**config.mk**
```make
export PLATFORM = sky130hd
export DESIGN_NAME = c2dmac_ctrl
export DESIGN_NICKNAME = d
export VERILOG_FILES = /design/src/rtl/c2dmac_pkg.sv /design/src/rtl/c2dmac_ctrl.sv
export SDC_FILE = /design/constraint.sdc
export NUM_CORES = 1
export LEC_CHECK = 0
export BUFFER_PORTS_ARGS = -buffer_cell sky130_fd_sc_hd__buf_4
export CELL_PAD_IN_SITES_DETAIL_PLACEMENT = 0
export CELL_PAD_IN_SITES_GLOBAL_PLACEMENT = 1
export CORE_AREA = 4 4 69 71
export DETAILED_ROUTE_END_ITERATION = 8
export DIE_AREA = 0 0 73 75
export MAX_ROUTING_LAYER = met4
export PLACE_DENSITY = 0.74
export SYNTH_ARGS = -nofsm -noshare
export SYNTH_HDL_FRONTEND = slang
export SYNTH_SLANG_ARGS = --single-unit
```
**constraint.sdc**
```tcl
create_clock -name aclk -period 2.06 [get_ports aclk]
set_input_delay 0.412 -clock aclk [delete_from_list [all_inputs] [get_ports aclk]]
set_output_delay 0.412 -clock aclk [all_outputs]
set_load 0.01 [all_outputs]
```
**src/rtl/c2dmac_pkg.sv**
```systemverilog
package c2dmac_pkg;

    // Widths of the configuration registers.
    localparam int HEIGHT_W   = 11;
    localparam int WIDTH_W    = 9;
    localparam int CH_W       = 5;
    localparam int KER_W      = 3;
    localparam int CFG_IDX_W  = 3;
    localparam int CFG_DATA_W = 11;

    // Widths of the item fields.
    localparam int WIDX_W      = 14;
    localparam int DATA_W      = 16;
    localparam int PROD_W      = 2 * DATA_W;
    localparam int ROW_W       = 10;
    localparam int COL_W       = 8;
    localparam int OCH_W       = 4;
    localparam int SUM_W       = 48;
    localparam int IN_TDATA_W  = 32;
    localparam int OUT_TDATA_W = 72;

    // Item kinds carried on the input tuser.
    localparam logic CMD_WEIGHT = 1'b0;
    localparam logic CMD_SAMPLE = 1'b1;

    // Configuration register indexes.
    typedef enum logic [CFG_IDX_W-1:0] {
        REG_IMAGE_HEIGHT  = 3'd0,
        REG_IMAGE_WIDTH   = 3'd1,
        REG_IN_CHANNELS   = 3'd2,
        REG_OUT_CHANNELS  = 3'd3,
        REG_KERNEL_HEIGHT = 3'd4,
        REG_KERNEL_WIDTH  = 3'd5
    } cfg_reg_t;

    // Controller states.
    typedef enum logic [2:0] {
        S_IDLE,
        S_KSETUP,
        S_MAC,
        S_DRAIN,
        S_EMIT
    } ctrl_state_t;

    // Commands from the controller to the datapath.
    typedef struct packed {
        logic            accept;
        logic            k_start;
        logic [CH_W-1:0] k;
        logic            issue;
        logic            step_q;
        logic            step_dj;
        logic            step_di;
        logic            load_out;
        logic            last_k;
    } c2dmac_cmd_t;

    // Status from the datapath to the controller.
    typedef struct packed {
        logic             hit;
        logic             pipe_busy;
        logic             out_free;
        logic [CH_W-1:0]  in_ch;
        logic [CH_W-1:0]  out_ch;
        logic [KER_W-1:0] kh;
        logic [KER_W-1:0] kw;
    } c2dmac_status_t;

endpackage

```
**src/rtl/c2dmac_ctrl.sv**
```systemverilog
module c2dmac_ctrl (
    input  logic                       aclk,
    input  logic                       aresetn,
    input  logic                       s_tvalid,
    output logic                       s_tready,
    input  c2dmac_pkg::c2dmac_status_t status,
    output c2dmac_pkg::c2dmac_cmd_t    cmd
);
    import c2dmac_pkg::*;

    ctrl_state_t      state_reg, state_next;
    logic [CH_W-1:0]  k_reg, k_next;
    logic [CH_W-1:0]  q_reg, q_next;
    logic [KER_W-1:0] dj_reg, dj_next;
    logic [KER_W-1:0] di_reg, di_next;

    // State and loop counters.
    always_ff @(posedge aclk) begin
        if (!aresetn) begin
            state_reg <= S_IDLE;
            k_reg     <= '0;
            q_reg     <= '0;
            dj_reg    <= '0;
            di_reg    <= '0;
        end else begin
            state_reg <= state_next;
            k_reg     <= k_next;
            q_reg     <= q_next;
            dj_reg    <= dj_next;
            di_reg    <= di_next;
        end
    end

    // Next state and commands. The window loop runs input channel fastest,
    // then kernel column, then kernel row, one product per cycle.
    always_comb begin
        state_next = state_reg;
        k_next     = k_reg;
        q_next     = q_reg;
        dj_next    = dj_reg;
        di_next    = di_reg;
        s_tready   = 1'b0;
        cmd        = '0;
        cmd.k      = k_reg;
        cmd.last_k = (k_reg == status.out_ch - CH_W'(1));
        case (state_reg)
            S_IDLE: begin
                s_tready   = 1'b1;
                cmd.accept = s_tvalid;
                if (s_tvalid && status.hit) begin
                    k_next     = '0;
                    state_next = S_KSETUP;
                end
            end
            S_KSETUP: begin
                cmd.k_start = 1'b1;
                q_next      = '0;
                dj_next     = '0;
                di_next     = '0;
                state_next  = S_MAC;
            end
            S_MAC: begin
                cmd.issue = 1'b1;
                if (q_reg != status.in_ch - CH_W'(1)) begin
                    cmd.step_q = 1'b1;
                    q_next     = q_reg + CH_W'(1);
                end else if (dj_reg != status.kw - KER_W'(1)) begin
                    cmd.step_dj = 1'b1;
                    q_next      = '0;
                    dj_next     = dj_reg + KER_W'(1);
                end else if (di_reg != status.kh - KER_W'(1)) begin
                    cmd.step_di = 1'b1;
                    q_next      = '0;
                    dj_next     = '0;
                    di_next     = di_reg + KER_W'(1);
                end else begin
                    state_next = S_DRAIN;
                end
            end
            S_DRAIN: begin
                if (!status.pipe_busy) begin
                    state_next = S_EMIT;
                end
            end
            S_EMIT: begin
                if (status.out_free) begin
                    cmd.load_out = 1'b1;
                    if (cmd.last_k) begin
                        state_next = S_IDLE;
                    end else begin
                        k_next     = k_reg + CH_W'(1);
                        state_next = S_KSETUP;
                    end
                end
            end
            default: begin
                state_next = S_IDLE;
            end
        endcase
    end

`ifndef ASSERT_OFF
    // A product is issued only after the accumulator was cleared for this sum.
    assert property (@(posedge aclk) disable iff (!aresetn)
        (state_reg == S_MAC) |-> ($past(state_reg) == S_KSETUP || $past(state_reg) == S_MAC))
        else $error("product issued without accumulator setup");
    // Loop counters stay inside the configured window.
    assert property (@(posedge aclk) disable iff (!aresetn)
        (state_reg == S_MAC) |-> (q_reg < status.in_ch && dj_reg < status.kw
                                  && di_reg < status.kh))
        else $error("window loop counter out of range");
    // Output channel counter stays below the configured count.
    assert property (@(posedge aclk) disable iff (!aresetn)
        (state_reg == S_EMIT) |-> (k_reg < status.out_ch))
        else $error("output channel counter out of range");
`endif

endmodule

```
==> results.yml <==
timing:
  finalMaxSlewViolations: 0
  final.setup.worst_slack_ns: -0.151
  report.final.setup_viol: 5
  min_period_ns: 2.21
  grt_setup_unrepaired: "true"
  maxClockFrequency_mhz: 452
  setup_tns_ns: -0.427
  final-hold-violation-count: 0
  worst-slew-pin-transition_ns: 0.447
  slew_headroom_pct: 70.1
  finalHoldWorstSlack_ns: 0.480
  final.setup_skew_ns: 0.00418
  fin_crit_sh_pct: 107
detailed_routing:
  postRouteAntennaNets: 0
  wl_um: 3350
  via_per_inst: 4.92
  detail_route.wl_per_cell_um: 11.7
  route.detailed.drc: 0
  firstDrtPassIters: 4
  routed-via-count: 1412
  detail_route.iter0.violations: 50
yosys:
  post_synth_fa_ha_maj_area_fraction_pct: 7.07
  yosysWarningCount: 0
  syn-cell-area_sq_um: 1420
  synth_top_family_by_area: "simple AND/OR/NAND/NOR gates"
  count_of_state_elements_after_synthesis: 19
  dominantRegCellSynth: "dfxtp_1"
  netlist_instances: 173
  synth_cell_type_count: 49
  ys_async_sr_fraction_pct: 0
  synth_mux_area_share_pct: 1.41
  synth-compound-area-share_pct: 18.2
  seq_total_area_yosys_pct: 26.9
  synth_enable_flop_cells: 0
  synth.avg_cell_area_sq_um: 8.18
  yosys.area_share.simple_pct: 26.3
  yosys.area_share.xor_xnor_pct: 15.3
  net_count_after_synthesis: 203
clock_network:
  numClockSinks: 19
  clock-root-buffer: "clkbuf_8"
  tritoncts: "done"
  ctsHoldBuffers: 0
  cts-buffers-inserted: 3
  clk_latency_ns: 0.25
  max-clock-path-buffers: 2
  cts.clk_slew.worst_paths_ns: 0.07
  cts-htree-levels: 1
grt:
  grt.total_usage_pct: 13.4
  overflow: 0
  first_global_vias: 1322
  largest_net_degree_at_the_start_of_global_routing: 21
  antenna_violations_before_repair: 0
  grt_pass1_wl_um: 5730
pwr:
  total_leakage_power_uw: 0.000937
  power.density_cell_area_nw_per_um2: 701
  p_switching_uw: 553
  intPower_uw: 941
  sw_ratio_pct: 37.0
  peakVddDrop_mv: 0.296
  fin_total_pwr_uw: 1490
  p_comb_share_pct: 54.4
  power.clock.fraction_pct: 17.4
  seq_power_share_pct: 28.2
floorplanning:
  initial_utilization_pct: 33.4
  placementRows: 24
  die-width_um: 73
  ios: 36
  placeableCoreArea_sq_um: 4230
  dieArea_sq_um: 5480
  die_h_um: 75
finish:
  layout_cells_sized_above_1_pct: 39.6
  area_growth_syn_to_layout_pct: 50.7
  num_antenna_cells: 0
  summed_area_of_non_filler_cells_in_the_final_layout_sq_um: 2130
  filler_cells_inserted: 405
  net_count_final: 266
  layout.core_utilization_pct: 50.4
critical_path:
  startpoint_type: "primary input"
  element_type_at_the_critical_path_end: "output port"
  critical_path_peak_fanout: 4
  worstPathCellList: "buf_8 > inv_4 > ha_4 > nor2b_1 > or3_4 > a311o_2 > nor3_4 > buf_6"
  critical_path_arrival_ns: 1.80
  cp_slowest_cell: "a311o_2"
  timing.critical_path.required_ns: 1.65
  critical_path_class: "in -> out"
  crit_path_max_incr_delay_ns: 0.39
placed_design:
  placed_cell_area_sq_um: 1950
  place_congestion: 0.793
  place_hpwl_um: 2600
  buffer_ports.inserted: 35
worst_hold_path:
  hold_path_class: "in -> reg"
status:
  outcome: "finished with violations"
  violations: "negative setup slack"
job:
  drv_cap: 0
final timing paths:
kind / end / cells past startpoint / slack (ns) / startpoint
worst max register to register: di_reg[2] / 8 / 0.07 / q_reg[0]
worst min-delay path: state_reg[1] / 3 / 0.48 / status[17]
worst max-delay path: cmd[3] / 8 / -0.15 / status[12]
worst min register to register: di_reg[1] / 2 / 0.50 / di_reg[1]
logic make-up (layout without fill, tap and decap cells):
logic type | after synthesis | in the layout
fa+ha+maj | 8 | 8
mux | 2 | 2
compound gates | 35 | 35
flops | 19 | 19
simple gates | 68 | 68
buf+inv | 18 | 80
xor+xnor | 23 | 23
synth_stat cells (2+ instances only):
cell	count	share of area (%)
dfxtp_1	19	27
nand2_1	14	3.7
nor2_1	12	3.2
xnor2_1	12	7.4
nand3_1	11	3.9
inv_1	10	2.7
xor2_1	10	6.2
ha_1	8	7.1
nor3_1	8	2.8
clkbuf_1	6	1.6
a21oi_1	5	1.8
o21ai_0	5	1.8
a211oi_1	4	2.1
nor2b_1	4	1.8
and3_1	3	1.3
a21boi_0	2	1.1
a31oi_1	2	0.88
mux2i_1	2	1.4
nand2b_1	2	0.88
nand3b_1	2	1.1
o211ai_1	2	1.1
o22ai_1	2	0.88
o2bb2ai_1	2	1.2
critical path: cells and delay by family:
| kind | cells | cell delay, ns |
|---|---|---|
| AOI/OAI and AO/OA | 1 | 0.39 |
| adders and majority gates | 1 | 0.15 |
| buffers and inverters | 3 | 0.24 |
| and+or+nand+nor | 3 | 0.61 |
layout by cell type, fill, tap and decap left out, types with 2 or more instances in the layout:
cell type	n
a31oi_1	2
nand3_1	11
xor2_1	10
nand2b_1	2
a21oi_1	4
nor3_4	2
buf_8	2
nor2_1	11
buf_6	3
nand3b_1	2
o2bb2ai_1	2
a211oi_1	2
nor2b_1	4
o211ai_1	2
nor3_1	6
a21boi_0	2
inv_4	2
and3_1	3
ha_1	6
inv_1	7
o22ai_1	2
clkbuf_8	3
dfxtp_1	19
ha_4	2
nand2_1	14
buf_4	60
mux2i_1	2
inv_2	2
xnor2_1	11
o21ai_0	4
metrics by stage:
stage | worst slack (ns) | std cells
after global placement | -0.217 | 277
final | -0.151 | 287
after detailed placement | -0.234 | 277
after CTS | -0.178 | 284
after floorplan | -0.00708 | 173
after global routing | -0.226 | 287
power groups by stage:
stage	logic [uW]	registers, uW	clock network, uW
6_report	813	421	260
5_1_grt	896	423	296
4_1_cts	770	421	272
3_5_place_dp	711	429	0
3_3_place_gp	710	429	0
2_1_floorplan	419	428	0
final cells by class:
type / count / area, sq um / area share [%]
Clock buffer: 3 / 41.3 / 1.94
Tap cell: 52 / 65.1 / 3.05
Timing Repair Buffer: 65 / 514 / 24.1
Inverter: 11 / 46.3 / 2.17
Sequential cell: 19 / 380 / 17.8
Clock inverter: 1 / 5.00 / 0.235
Multi-Input combinational cell: 136 / 1080 / 50.6
metal layers:
layer / vias up / GRT usage, % / wire [um]
li1: 744 / - / -
met1: 644 / 16.7 / 1510
met2: 20 / 21.9 / 1680
met3: 4 / 2.67 / 122
met4: 0 / 3.69 / 40
met5: - / - / 0
repair_timing:
action                                 in CTS  in global routing
setup buffers                               3                  3
pin swaps                                   4                  6
gates resized for setup                    13                 10
cloned                                      0                  0
endpoints found under the hold margin       0                  0
setup endpoints to repair                   3                 15
Power figures use the tool's default switching activity.
